`config.mk`:
```
export PLATFORM = sky130hd
export DESIGN_NAME = yse_similarity
export DESIGN_NICKNAME = d
export VERILOG_FILES = /design/src/rtl/yse_pkg.sv /design/src/rtl/yse_similarity.sv
export SDC_FILE = /design/constraint.sdc
export NUM_CORES = 1
export LEC_CHECK = 0
export BUFFER_PORTS_ARGS = -buffer_cell sky130_fd_sc_hd__buf_2
export CORE_MARGIN = 8
export CORE_UTILIZATION = 40
export DETAILED_ROUTE_END_ITERATION = 10
export GPL_ROUTABILITY_DRIVEN = 1
export GPL_TIMING_DRIVEN = 1
export PLACE_DENSITY = 0.71
export SKIP_LAST_GASP = 1
export SYNTH_ARGS = -nofsm -noshare
export SYNTH_HDL_FRONTEND = slang
export SYNTH_SLANG_ARGS = --single-unit
```
`constraint.sdc`:
```
create_clock -name vclk -period 4.5
set_input_delay 0.225 -clock vclk [all_inputs]
set_output_delay 0.225 -clock vclk [all_outputs]
set_load 0.01 [all_outputs]
```
`src/rtl/yse_pkg.sv`:
```
// Package for the YUV neighbor similarity edge unit.
// Types, register codes and reset constants; depends on nothing.
package yse_pkg;

   // Default line store and frame limits
   localparam int DEFAULT_MAX_WIDTH  = 2048;
   localparam int DEFAULT_MAX_HEIGHT = 2048;

   // Field widths
   localparam int FRAME_SIZE_W = 12;
   localparam int CHANNEL_W    = 8;
   localparam int CSR_INDEX_W  = 3;
   localparam int CSR_DATA_W   = 12;
   localparam int PIXEL_W      = 3 * CHANNEL_W;

   // Configuration register indexes
   typedef enum logic [CSR_INDEX_W-1:0] {
      CSR_FRAME_WIDTH    = 3'd0,
      CSR_FRAME_HEIGHT   = 3'd1,
      CSR_LUMA_THRESHOLD = 3'd2,
      CSR_U_THRESHOLD    = 3'd3,
      CSR_V_THRESHOLD    = 3'd4
   } csr_index_type;

   // Register reset values
   localparam logic [FRAME_SIZE_W-1:0] RESET_FRAME_WIDTH    = 12'd2048;
   localparam logic [FRAME_SIZE_W-1:0] RESET_FRAME_HEIGHT   = 12'd2048;
   localparam logic [CHANNEL_W-1:0]    RESET_LUMA_THRESHOLD = 8'd48;
   localparam logic [CHANNEL_W-1:0]    RESET_U_THRESHOLD    = 8'd7;
   localparam logic [CHANNEL_W-1:0]    RESET_V_THRESHOLD    = 8'd6;

   typedef struct packed {
      logic [CHANNEL_W-1:0] v;
      logic [CHANNEL_W-1:0] u;
      logic [CHANNEL_W-1:0] y;
   } pixel_type;

   typedef struct packed {
      logic [CHANNEL_W-1:0] luma;
      logic [CHANNEL_W-1:0] u;
      logic [CHANNEL_W-1:0] v;
   } threshold_type;

   typedef struct packed {
      logic edge_up_left;
      logic edge_up;
      logic edge_up_right;
      logic edge_left;
      logic frame_end;
   } result_type;

endpackage

```
`src/rtl/yse_similarity.sv`:
```
// Similarity test of two YUV pixels against per-channel thresholds.
// Depends on yse_pkg.
module yse_similarity import yse_pkg::*; (
   input  pixel_type     pixel_a,
   input  pixel_type     pixel_b,
   input  threshold_type thresholds,
   output logic          similar
);

   logic [CHANNEL_W-1:0] diff_y;
   logic [CHANNEL_W-1:0] diff_u;
   logic [CHANNEL_W-1:0] diff_v;

   // Absolute channel differences
   always_comb begin
      diff_y = (pixel_a.y > pixel_b.y) ? pixel_a.y - pixel_b.y : pixel_b.y - pixel_a.y;
      diff_u = (pixel_a.u > pixel_b.u) ? pixel_a.u - pixel_b.u : pixel_b.u - pixel_a.u;
      diff_v = (pixel_a.v > pixel_b.v) ? pixel_a.v - pixel_b.v : pixel_b.v - pixel_a.v;
   end

   assign similar = (diff_y <= thresholds.luma) && (diff_u <= thresholds.u)
                 && (diff_v <= thresholds.v);

endmodule

```
==> impl_results.md, run 1 <==
* Status: finished, final reports clean
* Total gr overflow at 0
* Pint at 0.201 mW
* Port bufs at 73
* Seq Cell Count at 0
* CP delay by family, top: compound AO/OA/AOI/OAI gates
* Setup CP Type: primary input to primary output
* Worst slew margin at ~70%
* Final Cell Area at 2950 um2
* PD cells at 145 nW/um2
* Die area at 9360 um2
* Placed inst area at 2950 um2
* Fin crit share at 73.1%
* Clk network pwr share at 0%
* Worst setup EP type: primary output
* Largest net degree at the start of global routing at 11
* Top Layer Used: met3
* GP Congestion at 0.909
* Critical path required time at around 4300 ps
* Startpoint types: primary input
* Cell area after synthesis at 2610 um2
* Highest net fanout along the worst path at 9
* WL met3 at 245 um
* Total negative slack at 0 ps
* F_max at 304 MHz
* Slew @ Worst Pin at approximately 470 ps
* WL final at 6.06 mm
* Worst Path Buf+Inv at 3
* Core Area at 6310 um2
* DRC violations left at 0
* Die Wd at 96.7 um
* Fill cells at 666
* Post-CTS Hold Buffers at 0
* Sw Share at 52.9%
* Global-route wire length before repair at 10.1 mm
* Post-Syn Area per Cell at 7.56 um2
* VDD IR-drop max at around 67 uV
* First drt pass iteration count at 7
* First DRT Iteration DRCs at 72
* Vias per inst at about 5.1
* Synth unique cells at 34
* Cells after DPL at 480
* Largest area contributor in the netlist: ha_1
* Proportion of layout cells with a drive suffix above 1 at approximately a fifth
* WL met1 at around 3 mm
* CLK BUF at 0
* Net Switching at about 0.23 mW
* Top-area cell type share of the netlist area at 33.1%
* Syn Inst Count at between 300 and 400
* GRT Util Overall at 11.7%
* N_diodes at 0
* Fin. max-slew vios at 0
* Num ports at 73
* Critical path's slowest cell: ha_1
* Initial antenna violation count at 0
* Comb power frac at 100.0%
* Max Cap Viol at 0
* Resize count post-CTS at 0
* Tmin final at between 3000 and 4000 ps
* Initial Util at 41.3%
* DR WL/cell at 12.6 um
* Synth area leaders: ha_1 33%, inv_1 11%, mux2i_1 6.9%
* CP Cell Sequence: buf_2 -> inv_1 -> ha_1 -> a211oi_2 -> o21bai_1 -> o22a_1 -> mux2_2 -> ha_1 -> nor2b_1 -> o21a_1 -> o21ai_0 -> a211o_1 -> and4_1 -> buf_2
* Final hold vios at 0
* Post-CTS Setup Repair Bufs at 0
* Final #Nets at 552
* Die Ht at 96.7 um
* Syn-to-layout area delta at 13.2%
* CP max stage delay at 450 ps
* Reg power frac at 0%
* Arr. time, crit path at between 3000 and 4000 ps
* Hpwl dp at 5.45 mm
* RSZ-0062 raised after global routing: false
* Yosys synthesis warning count at 0
* Post-route ant nets at 0
* Total power at 0.427 mW
* Post-synth top cells: 73 x inv_1, 69 x ha_1, 32 x a21oi_1
* Storage element area at 0 um2
* Non-filler cells, final at 480
* Vias in the first global route at 2,399
* Seq/Total Area, Yosys at 0%
* Syn nets at around 490
* Final setup vio count at 0
* Routed wl met2 at 2.88 mm
* Via count at 2,468
* Leakage at 1.69 nW
* Row count at 29
* Multi-input logic area at 2220 um2
* Most common cell in the netlist: inv_1
* HP Class: primary input to primary output
==> area by class of cell <==
class,count,area share [%]
Tap cell,77,3.26
Multi-Input combinational cell,257,75.1
Inverter,73,9.28
Timing Repair Buffer,73,12.4
==> cells in the final DEF (no fill, tap or decap), types with 4 or more instances in the layout <==
master and count:
xnor2_1 9, mux2i_1 18, nand4_1 13, buf_2 73, o21ai_0 19, nor2_1 5, xor2_1 9, nand2_1 13
a21oi_1 32, ha_1 69, a31oi_1 6, nor2b_1 4, nand3b_1 4, a21o_1 10, inv_1 73, a211oi_1 6
fa_1 6, a311oi_1 4
==> layer usage <==
metal	up-vias	GRT usage [%]
li1	1309	-
met1	1101	15.3
met2	58	21.1
met3	0	1.14
met4	0	0
met5	-	0
==> power groups by stage <==
stage	Clock, mW	Sequential (mW)	Combinational [mW]
floorplan	0	0	0.331
global placement	0	0	0.418
detailed placement	0	0	0.427
CTS	0	0	0.429
global route	0	0	0.485
finish	0	0	0.427
==> cells by family after synthesis <==
family,share of synthesized area [%]
AND/OR/NAND/NOR,10.2
adder cells (fa/ha/maj),37.7
buffers and inverters,15.0
AO/OA/AOI/OAI,22.8
multiplexers,8.21
XOR/XNOR,6.05
==> path summary, 6_finish.rpt <==
path | start | endpoint | slack, ps | cells after the start
setup / recovery | pixel_a[5] | similar | 1210 | 14
hold / removal | thresholds[23] | similar | 1100 | 6
==> stage by stage <==
step	hold slack, ps	setup slack [ps]	utilization, %
2_1_floorplan	872	1680	-
3_3_place_gp	1110	1240	46.7
3_5_place_dp	1110	1240	46.7
4_1_cts	1110	1230	46.7
5_1_grt	1160	989	46.7
6_report	1100	1210	46.7
Note: power is estimated with default switching activity, not from simulation.
==> run 2, diff against run 1 <==
Settings changed: ABC_AREA set to 1, PLACE_DENSITY 0.71 to 0.69.
Clock period 4.5 ns to 3.31 ns, I/O delays scaled along.
==> run 2 against run 1 <==
  * Worst hold slack got worse by 140 ps
  * Area after synthesis rose by 18%
  * Core utilization fell by 0.52 points
  * Routed wire length rose by 24%
  * Clock-buffer cell count did not move
  * Highest routed layer is now met4
==> impl_results.md, run 2 <==
* Fin crit share at 86.4%
* Sw Share at 58.8%
* Total gr overflow at 0
* Highest net fanout along the worst path at 11
* Initial antenna violation count at 0
* Total negative slack at 0 ps
* Seq Cell Count at 0
* Reg power frac at 0%
* Multi-input logic area at between 2000 and 2500 um2
* CLK BUF at 0
* Pint at about 0.28 mW
* Post-Syn Area per Cell at around 5.6 um2
* Startpoint types: primary input
* Vias per inst at 4.67
* Initial Util at 40.5%
* Setup CP Type: primary input to primary output
* Port bufs at 73
* Die Wd at 104 um
* Die Ht at 104 um
* Post-CTS Hold Buffers at 0
* Final setup vio count at 0
* Max Cap Viol at 0
* Yosys synthesis warning count at 0
* Core Area at ~7600 um2
* Clk network pwr share at 0%
* Fin. max-slew vios at 0
* VDD IR-drop max at between 60 and 70 uV
* Hpwl dp at 6.90 mm
* DR WL/cell at 10.5 um
* Row count at 32
* Arr. time, crit path at 2690 ps
* Fill cells at 844
* Crit path from: pixel_a[8]
* Most frequent cells in the layout: 187 x nand2_1, 140 x inv_1, 73 x buf_2, 69 x ha_1, 48 x nand3_1
* N_diodes at 0
* Final worst slack at 451 ps
* Worst setup EP type: primary output
* Largest net degree at the start of global routing at 12
* Final Cell Area at 3520 um2
* Cells after DPL at 720
* Vias in the first global route at 3,199
* HP Class: primary input to primary output
* Cell area after synthesis at 3080 um2
* Die area at 10,800 um2
* Worst slew margin at 79.0%
* Critical path's slowest cell: fa_1
* WL final at approximately 7.5 mm
* Via count at 3,363
* First DRT Iteration DRCs at 136
* Post-synth top cells: 188 x nand2_1, 140 x inv_1, 69 x ha_1
* CP max stage delay at 440 ps
* Largest area contributor in the netlist: ha_1
* Worst Path Buf+Inv at 6
* Top-area cell type share of the netlist area at 28.0%
* Hold_sp: thresholds[0]
* Seq/Total Area, Yosys at 0%
* Num ports at 73
* F_max at 350 MHz
* Total power at 0.671 mW
* Non-filler cells, final at 720
* Synth area leaders: ha_1 28%, nand2_1 23%, inv_1 17%
* First drt pass iteration count at 4
* CP delay by family, top: simple AND/OR/NAND/NOR gates
* Fin util at between 40% and 50%
* Syn-to-layout area delta at 14.1%
* Proportion of layout cells with a drive suffix above 1 at approximately 14%
* Final #Nets at between 700 and 800
* Net Switching at 0.395 mW
* Placed inst area at approximately 3500 um2
* Synth unique cells at 23
* Tmin final at 2860 ps
* Syn nets at between 700 and 800
* Syn Inst Count at 554
* Status: finished, final reports clean
* PD cells at 191 nW/um2
* Leakage at 2.38 nW
* Comb power frac at 100.0%
* Pre-CTS setup slack at 303 ps
* Storage element area at 0 um2
* Most common cell after layout, fill and taps aside: nand2_1
* Global-route wire length before repair at 12.7 mm
* Final hold vios at 0
* RSZ-0062 raised after global routing: false
* CP dominant cell by count: nand2_1
* WHS at approximately 960 ps
* Post-route ant nets at 0
* GP Congestion at between 0.9 and 1
* DRC violations left at 0
* Slew @ Worst Pin at 315 ps
* CP Cell Sequence: buf_2 -> inv_1 -> ha_1 -> inv_1 -> fa_1 -> nand3_1 -> nand3_1 -> nand2_1 -> nand2_1 -> nand2_2 -> inv_1 -> nand2_1 -> nand2_1 -> ha_1 -> inv_1 -> o21bai_1 -> nand2_1 -> nand2_1 -> nand2_1 -> nand2_1 -> nand2_1 -> nand2_1 -> nor2_1 -> buf_2
* GRT Util Overall at 13.0%
* Critical path required time at 3140 ps
* Most common cell in the netlist: nand2_1
[run 2: changes by cell type in the layout (fill, tap and decap cells not counted), moves of 5 or more]
cell      previous run  this run
o21ai_1              0         7
nand2_1             13       187
nand2_2              0         5
a211oi_1             6         0
nand3_1              3        48
mux2i_1             18         0
a21o_1              10         2
o21ai_0             19         2
inv_1               73       140
a31oi_1              6         0
nor2_1               5        12
[run 2: power by group through the flow]
stage	Clock, mW	Combinational (mW)	Sequential [mW]
global route	0	0.781	0
detailed placement	0	0.675	0
finish	0	0.671	0
global placement	0	0.653	0
CTS	0	0.678	0
floorplan	0	0.510	0
[run 2: worst paths after layout]
path / end / slack, ps / depth (start not counted)
min: similar / 960 / 7
max: similar / 450 / 24
[run 2: cell type report]
cell class,count,area share [%]
Inverter,142,15.3
Multi-Input combinational cell,403,70.7
Timing Repair Buffer,73,10.4
Tap cell,102,3.63
[run 2: cells by family (layout without fill, tap and decap cells)]
logic type / count (synthesis) / count (layout) / share of synthesized area, %
buffers and inverters: 151 / 215 / 19.4
AO/OA/AOI/OAI: 44 / 44 / 7.71
AND/OR/NAND/NOR: 267 / 267 / 36.1
adder cells (fa/ha/maj): 75 / 75 / 31.9
XOR/XNOR: 17 / 17 / 4.83
[run 2: metal layers]
layer  global-route usage (%)  up-vias  wire (um)
met5                        0        -          0
met4                     1.45        0         85
met1                     14.5     1474       3360
li1                         -     1814          -
met2                     26.1       66       3850
met3                     1.18        9        237
[run 2: timing repair]
| action | CTS | global route |
|---|---|---|
| buffers inserted | 0 | 0 |
| resized for setup | 0 | 1 |
| setup endpoints to repair | 0 | 1 |
[run 2: worst min-delay path, stage by stage]
cell     delay [ps]
buf_2            80
ha_1            120
nand3_1          70
nor2_1           80
a21oi_1          50
nor2_1           90
buf_2           140
