<file path="config.mk">
export PLATFORM = sky130hd
export DESIGN_NAME = yse_skid_buffer
export DESIGN_NICKNAME = d
export VERILOG_FILES = /design/src/rtl/yse_pkg.sv /design/src/rtl/yse_skid_buffer.sv
export SDC_FILE = /design/constraint.sdc
export NUM_CORES = 1
export LEC_CHECK = 0
export BUFFER_PORTS_ARGS = -buffer_cell sky130_fd_sc_hd__buf_2
export CORE_UTILIZATION = 38
export DETAILED_ROUTE_END_ITERATION = 10
export GPL_TIMING_DRIVEN = 0
export MAX_ROUTING_LAYER = met4
export REMOVE_ABC_BUFFERS = 1
export SLEW_MARGIN = 10
export SYNTH_ARGS = -nofsm -noshare
export SYNTH_HDL_FRONTEND = slang
export SYNTH_SLANG_ARGS = --single-unit
</file>
<file path="constraint.sdc">
create_clock -name clock -period 2.2 [get_ports clock]
set_clock_uncertainty 0.1 [all_clocks]
set_input_delay 0.33 -clock clock [delete_from_list [all_inputs] [get_ports clock]]
set_output_delay 0.33 -clock clock [all_outputs]
set_load 0.01 [all_outputs]
</file>
<file path="src/rtl/yse_pkg.sv">
// Package for the YUV neighbor similarity edge unit.
// Types, register codes and reset constants; depends on nothing.
package yse_pkg;

   // Default line store and frame limits
   localparam int DEFAULT_MAX_WIDTH  = 2048;
   localparam int DEFAULT_MAX_HEIGHT = 2048;

   // Field widths
   localparam int FRAME_SIZE_W = 12;
   localparam int CHANNEL_W    = 8;
   localparam int CSR_INDEX_W  = 3;
   localparam int CSR_DATA_W   = 12;
   localparam int PIXEL_W      = 3 * CHANNEL_W;

   // Configuration register indexes
   typedef enum logic [CSR_INDEX_W-1:0] {
      CSR_FRAME_WIDTH    = 3'd0,
      CSR_FRAME_HEIGHT   = 3'd1,
      CSR_LUMA_THRESHOLD = 3'd2,
      CSR_U_THRESHOLD    = 3'd3,
      CSR_V_THRESHOLD    = 3'd4
   } csr_index_type;

   // Register reset values
   localparam logic [FRAME_SIZE_W-1:0] RESET_FRAME_WIDTH    = 12'd2048;
   localparam logic [FRAME_SIZE_W-1:0] RESET_FRAME_HEIGHT   = 12'd2048;
   localparam logic [CHANNEL_W-1:0]    RESET_LUMA_THRESHOLD = 8'd48;
   localparam logic [CHANNEL_W-1:0]    RESET_U_THRESHOLD    = 8'd7;
   localparam logic [CHANNEL_W-1:0]    RESET_V_THRESHOLD    = 8'd6;

   typedef struct packed {
      logic [CHANNEL_W-1:0] v;
      logic [CHANNEL_W-1:0] u;
      logic [CHANNEL_W-1:0] y;
   } pixel_type;

   typedef struct packed {
      logic [CHANNEL_W-1:0] luma;
      logic [CHANNEL_W-1:0] u;
      logic [CHANNEL_W-1:0] v;
   } threshold_type;

   typedef struct packed {
      logic edge_up_left;
      logic edge_up;
      logic edge_up_right;
      logic edge_left;
      logic frame_end;
   } result_type;

endpackage

</file>
<file path="src/rtl/yse_skid_buffer.sv">
// Two-entry output buffer for response transactions.
// Keeps the request side open while one result waits; depends on yse_pkg.
module yse_skid_buffer import yse_pkg::*; (
   input  logic       clock,
   input  logic       reset,
   input  logic       in_valid,
   output logic       in_ready,
   input  result_type in_data,
   output logic       out_valid,
   input  logic       out_ready,
   output result_type out_data
);

   logic [1:0] count_ff, count_in;
   result_type head_ff, head_in;
   result_type tail_ff, tail_in;
   logic       push;
   logic       pop;

   assign in_ready  = (count_ff != 2'd2);
   assign out_valid = (count_ff != 2'd0);
   assign out_data  = head_ff;
   assign push      = in_valid && in_ready;
   assign pop       = out_valid && out_ready;

   // Next entry contents and fill count
   always_comb begin
      count_in = count_ff;
      head_in  = head_ff;
      tail_in  = tail_ff;
      case ({push, pop})
         2'b10: begin
            count_in = count_ff + 2'd1;
            if (count_ff == 2'd0) begin
               head_in = in_data;
            end else begin
               tail_in = in_data;
            end
         end
         2'b01: begin
            count_in = count_ff - 2'd1;
            head_in  = tail_ff;
         end
         2'b11: begin
            if (count_ff == 2'd1) begin
               head_in = in_data;
            end else begin
               head_in = tail_ff;
               tail_in = in_data;
            end
         end
         default: begin
         end
      endcase
   end

   always_ff @(posedge clock) begin
      if (reset) begin
         count_ff <= 2'd0;
      end else begin
         count_ff <= count_in;
      end
   end

   always_ff @(posedge clock) begin
      head_ff <= head_in;
      tail_ff <= tail_in;
   end

endmodule
</file>
==> flow_metrics.tcl, run 1 <==
set metrics [dict create \
    worst_setup_path_end_kind "register" \
    h-tree-depth 1 \
    timing.fmax_mhz 476.5 \
    fillers 150 \
    violations "design-rule violations" \
    hpwl_um 797.2 \
    use_met2_pct 24.24 \
    synth_area_per_cell_sq_um 11.28 \
    max_cap_violations 0 \
    syn_inst 58 \
    wl_per_cell_um 11.57 \
    setup_violations 0 \
    grt_overflow_total 0 \
    antenna_found_initial 0 \
    worstPathMaxFanout 8 \
    cts_buffers 3 \
    total_power_mw 1.005 \
    setup_tns_ns 0 \
    ys_ff_latch 12 \
    cts_sinks 12 \
    root_buffer "clkbuf_4" \
    fin_nets 98 \
    synth_top_family_by_area "adder cells" \
    grtUsageMet1_pct 14.81 \
    cts.path.max_buffers 2 \
    layout_common_cells "buf_2, edfxtp_1, ha_1" \
    start_util_pct 41.97 \
    place_congestion 0.7317 \
    area_delta_synth_final_pct 21.61 \
    cp.required_ns 2.09 \
    num_antenna_cells 0 \
    tightest_slew_ns 0.4703 \
    drt-initial-drc-count 8 \
    grt_max_degree 10 \
    core-area_sq_mm 0.001559 \
    syn_area_sq_um 654.4 \
    vias 482 \
    yosys_warnings 0 \
    synth_simple_gate_area_share_pct 9.369 \
    synthAdderAreaFrac_pct 15.30 \
    p_per_area_mw_per_mm2 1263 \
    synth-compound-area-share_pct 14.53 \
    final_max_slew_viol_count 0 \
    viasPerCell 5.074 \
    grt.busiest_layer "met2" \
    io_pins 16 \
    use_met3_pct 3.750 \
    synth_cell_types 17 \
    clk_pin_slew_ns 0.07 \
    fin_crit_sh_pct 95.39 \
    start_kind "register" \
    insertion_delay_ns 0.26 \
    outcome "finished with violations" \
    dieArea_sq_mm 0.001892 \
    synthXorXnorAreaFrac_pct 1.338 \
    min_period_ns 2.099 \
    grt_pass1_vias 455 \
    hold_violations 0 \
    crit_type "register to register" \
    antenna_left 0 \
    track_usage_pct 14.44 \
    final_layout_size_suffix_gt1_share_pct 34.18 \
    slew_headroom_pct 68.44 \
    synth_mux_area_share_pct 0 \
    grt_first_pass_wirelength_mm 1.883 \
    p_leak_nw 0.3650 \
    die_w_um 43.50 \
    die_h_um 43.50 \
    num_rows 14 \
    cts_tree "done" \
    routed_wl_mm 1.099 \
    ys_seq_area_share_pct 52.01 \
    hp-class "primary input to register" \
    dr.pass1.iters 6 \
    drc 5 \
    dpl_worst_slack_ns -0.1531 \
    peakVddDrop_mv 0.5034 \
    setup_slack_ns 0.1014 \
    final_core_util_pct 51.04 \
    crit_arrival_ns 1.99 \
    layout_commonest_cell "buf_2" \
    io_buffers 15 \
]
==> cell families (layout without fill, tap and decap cells) <==
kind of cell               after synthesis  after routing
AOI/OAI and AO/OA                       16             16
xor gates and xnor gates                 1              1
adders and majority gates                8              8
buffers and inverters                    9             30
DFF                                     12             12
and+or+nand+nor                         12             12
==> area by class of cell <==
class	count	area (sq um)	share of cell area, %
multi-input cells	37	270.3	33.96
flip-flops and latches	12	340.3	42.77
inverters	8	37.54	4.717
clock buffers	3	22.52	2.830
well taps	16	20.02	2.516
repair buffers	19	105.1	13.21
==> state kept, by name, indices dropped and copies added, names as in the netlist <==
name,count
tail_ff,5
count_ff,2
out_data,5
==> power breakdown <==
group | leakage (nW) | internal, mW | switching (mW)
Clock | 0.0138 | 0.0632 | 0.0693
Combinational | 0.239 | 0.203 | 0.269
Sequential | 0.113 | 0.372 | 0.0279
Total | 0.365 | 0.639 | 0.366
==> stage by stage <==
step | cells | hold slack (ns) | area [sq um]
detailed placement | 88 | 0.3996 | 738.2
finish | 95 | 0.1245 | 795.8
floorplan | 57 | 0.2991 | 643.1
global route | 95 | 0.1250 | 795.8
global placement | 88 | 0.3912 | 738.2
CTS | 93 | 0.1213 | 779.5
==> path summary, 6_finish.rpt <==
| kind | depth (start not counted) | slack [ns] | to | startpoint |
|---|---|---|---|---|
| worst min-delay path | 2 | 0.12 | count_ff[0]$_SDFFE_PP0P_ | reset |
| worst max-delay path | 9 | 0.10 | tail_ff[0]$_DFFE_PP_ | count_ff[0]$_SDFFE_PP0P_ |
| worst max register to register | 9 | 0.10 | tail_ff[0]$_DFFE_PP_ | count_ff[0]$_SDFFE_PP0P_ |
| worst min register to register | 2 | 0.40 | count_ff[0]$_SDFFE_PP0P_ | count_ff[0]$_SDFFE_PP0P_ |
==> synth_stat cells, drive strengths merged <==
cell | count | area share [%]
edfxtp | 10 | 46
nor2 | 2 | 1.1
a21oi | 3 | 2.3
inv | 8 | 5.7
buf | 1 | 1.7
a211oi | 1 | 1.1
o21ai | 7 | 5.4
and2b | 1 | 1.1
ha | 8 | 15
dfxtp | 2 | 6.1
xor2 | 1 | 1.3
nand2 | 7 | 4.0
o211ai | 5 | 5.7
nand2b | 1 | 2.1
and2 | 1 | 0.96
==> critical path: stages, from the launching register on <==
cell and delay [ns]:
dfxtp_1 0.37, inv_1 0.08, ha_1 0.24, nand2b_4 0.20, inv_8 0.09, ha_1 0.17, and2b_2 0.22, a21oi_1 0.07
a21oi_2 0.13, buf_4 0.15
==> repair_timing <==
item / in CTS / in global routing
hold buffers: 0 / 0
buffers inserted: 2 / 2
gates resized for setup: 1 / 2
endpoints found under the setup margin: 5 / 5
==> layer usage <==
| layer | vias up | wire length [um] |
|---|---|---|
| met2 | 11 | 590 |
| met4 | 0 | 0 |
| met5 | - | 0 |
| met1 | 226 | 472 |
| li1 | 245 | - |
| met3 | 0 | 35 |
(Power assumes the default switching activity.)
==> inputs of run 2 (changes only) <==
- CORE_ASPECT_RATIO: unset -> 1.25
- CTS_CLUSTER_SIZE: unset -> 16
- SLEW_MARGIN: 10 -> 0
==> run 2 against run 1 <==
Effect of this change:
- the run now ends clean
- sequential cell count is the same
- count of clock-buffer cells in the layout rose by 1
- non-clock buffer count is the same
- critical path type unchanged
==> flow_metrics.tcl, run 2 (same netlist as run 1, synthesis figures left out) <==
set metrics [dict create \
    outcome "finished, final reports clean" \
    final_layout_size_suffix_gt1_share_pct 33.75 \
    place_congestion 0.7659 \
    routed_wl_mm 1.034 \
    drc 0 \
    crit_buf_inv 3 \
    io_pins 16 \
    cts_buffers 3 \
    num_rows 16 \
    cp.required_ns 2.13 \
    vias 481 \
    peakVddDrop_mv 0.6371 \
    layout_commonest_cell "buf_2" \
    insertion_delay_ns 0.27 \
    core-area_sq_mm 0.001582 \
    p_per_area_mw_per_mm2 1270 \
    grt_max_degree 10 \
    cts_sinks 12 \
    seq_power_share_pct 39.0 \
    viasPerCell 4.908 \
    clk_pin_slew_ns 0.08 \
    hold_buffers 0 \
    antenna_found_initial 0 \
    hold_violations 0 \
    h-tree-depth 1 \
    worstPathMaxFanout 9 \
    hp-class "primary input to register" \
    timing.fmax_mhz 485.2 \
    fin_crit_sh_pct 93.68 \
    cts_tree "done" \
    crit_arrival_ns 1.99 \
    layout_common_cells "buf_2, edfxtp_1, ha_1" \
    slew_headroom_pct 69.16 \
    crit_family "simple AND/OR/NAND/NOR gates" \
    pwr-share-clk_pct 16.9 \
    crit_path_frequent_cell "ha_1" \
    dieArea_sq_mm 0.001893 \
    p_leak_nw 0.3755 \
    cp_slowest_cell "dfxtp_1" \
    tightest_slew_ns 0.4596 \
    final_max_slew_viol_count 0 \
    switchingPower_mw 0.3638 \
    hpwl_um 803.7 \
    die_w_um 39.12 \
    num_antenna_cells 0 \
    grt_overflow_total 0 \
    path_cells "inv_1 -> ha_1 -> nand2b_4 -> inv_8 -> ha_1 -> and2b_2 -> buf_4 -> o211ai_1 -> nand2_1" \
    drt-initial-drc-count 5 \
    slowest_delay_ns 0.34 \
    worst_setup_path_end_kind "register" \
    grt_pass1_vias 427 \
    crit_type "register to register" \
    io_buffers 15 \
    grt_first_pass_wirelength_mm 1.725 \
    dr.pass1.iters 3 \
    setup_violations 0 \
    root_buffer "clkbuf_4" \
    min_period_ns 2.061 \
    max_cap_violations 0 \
    final_core_util_pct 51.34 \
    switching_share_pct 35.27 \
    combinationalPowerShare_pct 44.1 \
    track_usage_pct 13.68 \
    cts.path.max_buffers 2 \
    fin_nets 98 \
    p_int_mw 0.6675 \
    area_delta_synth_final_pct 24.09 \
    hold_slack_ns 0.1104 \
    wl_per_cell_um 10.55 \
    start_kind "register" \
    start_util_pct 41.38 \
    antenna_left 0 \
    die_h_um 48.40 \
]
==> run 2: cell types whose count changed in the layout (fill, tap and decap cells not counted), sizes merged <==
cell | before | now
clkbuf | 3 | 4
==> run 2: timing repair <==
item | in CTS | in global routing
setup buffers | 2 | 2
resized for setup | 1 | 1
endpoints found under the setup margin | 5 | 5
==> run 2: area by class of cell <==
class	instances	area, sq um
well taps	18	22.52
inverters	8	37.54
flip-flops and latches	12	340.3
clock buffers	4	36.28
repair buffers	19	105.1
multi-input cells	37	270.3
fillers	152	769.5
==> run 2: worst register-to-register path, cell delays in order, from the launching register on <==
cell,delay [ns]
dfxtp_1,0.34
inv_1,0.08
ha_1,0.20
nand2b_4,0.23
inv_8,0.06
ha_1,0.20
and2b_2,0.23
buf_4,0.14
o211ai_1,0.16
nand2_1,0.08
==> run 2: power by group through the flow <==
stage / registers (mW) / logic (mW) / clock network (mW)
finish: 0.402 / 0.455 / 0.174
global route: 0.415 / 0.514 / 0.186
CTS: 0.404 / 0.452 / 0.176
detailed placement: 0.409 / 0.415 / 0
global placement: 0.409 / 0.406 / 0
floorplan: 0.432 / 0.265 / 0
==> run 2: through the flow <==
step           setup WS [ns]  power, mW  setup TNS (ns)  instances  instance area [sq um]
2_1_floorplan         0.1223     0.6965               0         57                  643.1
3_3_place_gp         -0.1447     0.8146         -0.7227         90                  740.7
3_5_place_dp         -0.1709     0.8241         -0.8537         90                  740.7
4_1_cts              0.03015      1.032               0         96                  795.8
5_1_grt           -0.0001632      1.115      -0.0004392         98                  812.0
6_report              0.1390      1.031               0         98                  812.0
==> run 2: path summary, 6_finish.rpt <==
path / slack, ns / startpoint / to / depth (start not counted)
worst min register to register: 0.40 / count_ff[0]$_SDFFE_PP0P_ / count_ff[0]$_SDFFE_PP0P_ / 2
worst min-delay path: 0.11 / reset / count_ff[0]$_SDFFE_PP0P_ / 2
worst max register to register: 0.14 / count_ff[0]$_SDFFE_PP0P_ / out_data[0]$_DFFE_PP_ / 9
worst max-delay path: 0.14 / count_ff[0]$_SDFFE_PP0P_ / out_data[0]$_DFFE_PP_ / 9
==> run 2: metal layers <==
layer	GRT usage (%)	part of all wire (%)	vias to the layer above
met4	8.621	3.3	0
met1	13.33	40	218
met3	4.128	4.5	4
met2	22.22	52	14
li1	-	-	245
met5	-	0	-
==> inputs of run 3 (changes only) <==
- ABC_AREA: unset -> 1
- GPL_ROUTABILITY_DRIVEN: unset -> 0
- SLEW_MARGIN: 0 -> 10
==> run 3 against run 2 <==
Effect of this change:
- via count increased by 11%
- count of clock-buffer cells in the layout unchanged
- synthesized cell count up 34%
- critical path depth unchanged
- routed wire length grew 14%
- sequential power is 2% lower
- worst hold slack improved by 0.011 ns
- largest power group unchanged
==> flow_metrics.tcl, run 3 <==
set metrics [dict create \
    outcome "finished, final reports clean" \
    tightest_slew_ns 0.6742 \
    synth_common_cells "nand2_1, inv_1, edfxtp_1" \
    io_pins 16 \
    cts_sinks 12 \
    setup_tns_ns 0 \
    final_max_slew_viol_count 0 \
    setup_slack_ns 0.2707 \
    timing.fmax_mhz 518.3 \
    hpwl_um 957.3 \
    yosys_warnings 0 \
    cts_tree "done" \
    die_w_um 40.00 \
    crit_type "register to register" \
    start_kind "register" \
    synth_area_per_cell_sq_um 8.790 \
    multi_input_comb_area_sq_um 284.0 \
    min_period_ns 1.929 \
    wl_per_cell_um 10.22 \
    synth_area_leaders "edfxtp_1, ha_1, nand2_1" \
    io_buffers 15 \
    syn_area_sq_um 685.7 \
    antenna_found_initial 0 \
    synth.largest_area_cell "edfxtp_1" \
    area_delta_synth_final_pct 19.89 \
    start_util_pct 42.28 \
    p_per_area_mw_per_mm2 1299 \
    peakVddDrop_mv 0.6287 \
    cp_slowest_cell "dfxtp_1" \
    final_core_util_pct 50.69 \
    drt-initial-drc-count 7 \
    num_antenna_cells 0 \
    fin_nets 115 \
    synth_top_cell_area_share_pct 43.80 \
    slew_headroom_pct 54.58 \
    hold_violations 0 \
    layout_commonest_cell "nand2_1" \
    hp-class "primary input to register" \
    dr.pass1.iters 4 \
    register_area_sq_um 340.3 \
    ys_ff_latch 12 \
    final_layout_size_suffix_gt1_share_pct 26.80 \
    grt_overflow_total 0 \
    setup_violations 0 \
    path_cells "inv_1 -> ha_1 -> inv_1 -> nand2_1 -> inv_1 -> ha_1 -> nand2_1 -> nand2_1 -> nor2_2" \
    reg2reg_slack_ns 0.27 \
    grt_max_degree 9 \
    track_usage_pct 14.44 \
    synth_cell_types 14 \
    holdPathEnd "count_ff[0]$_SDFFE_PP0P_" \
    r2r_end "tail_ff[1]$_DFFE_PP_" \
    viasPerCell 4.652 \
    grt_pass1_vias 444 \
    antenna_left 0 \
    reg2reg_depth 9 \
    layout_common_cells "nand2_1, inv_1, buf_2" \
    crit_arrival_ns 1.78 \
    cts_buffers 3 \
    root_buffer "clkbuf_4" \
    insertion_delay_ns 0.27 \
    dpl_worst_slack_ns 0.1213 \
    worst_setup_path_end_kind "register" \
    cp.required_ns 2.05 \
    ys.flop_type "edfxtp_1" \
    rsz0062_at_grt "false" \
    worstHoldStart "reset" \
    max_cap_violations 0 \
    core-area_sq_mm 0.001622 \
    vias 535 \
    ys_async_sr_fraction_pct 0 \
    die_h_um 49.49 \
    synth-edff-count 10 \
    syn_inst 78 \
    routed_wl_mm 1.175 \
    hold_buffers 0 \
    dieArea_sq_mm 0.001979 \
    hold_depth 2 \
    ys_seq_area_share_pct 49.64 \
    synth_most_common_cell "nand2_1" \
    slowest_delay_ns 0.34 \
    fin_crit_sh_pct 87.69 \
    clk_pin_slew_ns 0.07 \
    drc 0 \
    rr_startpoint "count_ff[0]$_SDFFE_PP0P_" \
    h-tree-depth 1 \
    p_leak_nw 0.4253 \
    total_power_mw 1.068 \
    fillers 162 \
    num_rows 16 \
    grt_first_pass_wirelength_mm 1.842 \
    cts.path.max_buffers 2 \
    worstPathMaxFanout 5 \
]
## run 3: cell types whose count changed in the layout (fill, tap and decap cells not counted), moves of 4 or more
| cell | before | now |
|---|---|---|
| buf_4 | 4 | 0 |
| inv_1 | 7 | 15 |
| nand2_1 | 7 | 25 |
| nor2_1 | 2 | 7 |
| o211ai_1 | 5 | 0 |
| o21ai_1 | 6 | 0 |
## run 3: cell type report
class | instances | area share (%)
Clock buffer | 4 | 4.414
Sequential cell | 12 | 41.40
Inverter | 17 | 7.763
Multi-Input combinational cell | 49 | 34.55
Tap cell | 18 | 2.740
Timing Repair Buffer | 15 | 9.132
## run 3: report_power, final
group / internal (mW) / total [mW] / switching (mW)
clock: 0.101 / 0.172 / 0.0712
sequential: 0.366 / 0.395 / 0.0288
combinational: 0.176 / 0.501 / 0.325
## run 3: per-stage QoR
| step | cell area (sq um) | hold WS [ns] | instances |
|---|---|---|---|
| 2_1_floorplan | 685.7 | 0.2991 | 78 |
| 3_3_place_gp | 783.3 | 0.3970 | 111 |
| 5_1_grt | 822.0 | 0.1193 | 115 |
| 3_5_place_dp | 783.3 | 0.4015 | 111 |
| 6_report | 822.0 | 0.1217 | 115 |
| 4_1_cts | 819.5 | 0.1186 | 115 |
## run 3: worst max path at each step
stage	to	slack [ns]	startpoint	cells after the start
CTS	tail_ff[1]$_DFFE_PP_	0.09	count_ff[0]$_SDFFE_PP0P_	9
floorplan	tail_ff[0]$_DFFE_PP_	0.38	count_ff[0]$_SDFFE_PP0P_	8
global route	tail_ff[1]$_DFFE_PP_	0.11	count_ff[0]$_SDFFE_PP0P_	9
detailed placement	tail_ff[4]$_DFFE_PP_	0.12	count_ff[0]$_SDFFE_PP0P_	9
global placement	tail_ff[4]$_DFFE_PP_	0.15	count_ff[0]$_SDFFE_PP0P_	9
finish	tail_ff[1]$_DFFE_PP_	0.27	count_ff[0]$_SDFFE_PP0P_	9
## run 3: timing repair
| action | CTS | global route |
|---|---|---|
| setup buffers | 0 | 0 |
| setup endpoints to repair | 0 | 5 |
| gates resized for setup | 0 | 1 |
## run 3: per-layer routing
layer  global-route usage [%]  share of wire (%)  vias to the layer above  wire, um
met3                    4.054                5.4                        4        63
li1                         -                  -                      278         -
met2                    22.85                 50                       17       589
met4                    6.897                1.8                        0        21
met5                        -                  0                        -         0
met1                    15.88                 43                      236       501
## run 3: critical path: cells and delay by family (launching register included)
| family | cells | cell delay [ns] |
|---|---|---|
| AND/OR/NAND/NOR | 4 | 0.54 |
| adder cells (fa/ha/maj) | 2 | 0.38 |
| flip-flops | 1 | 0.34 |
| buffers and inverters | 3 | 0.24 |
## run 3: cell families after synthesis
| family | synth area share [%] |
|---|---|
| AOI/OAI and AO/OA | 3.467 |
| adders and majority gates | 14.60 |
| buffers and inverters | 9.306 |
| DFF | 49.64 |
| and+or+nand+nor | 22.99 |
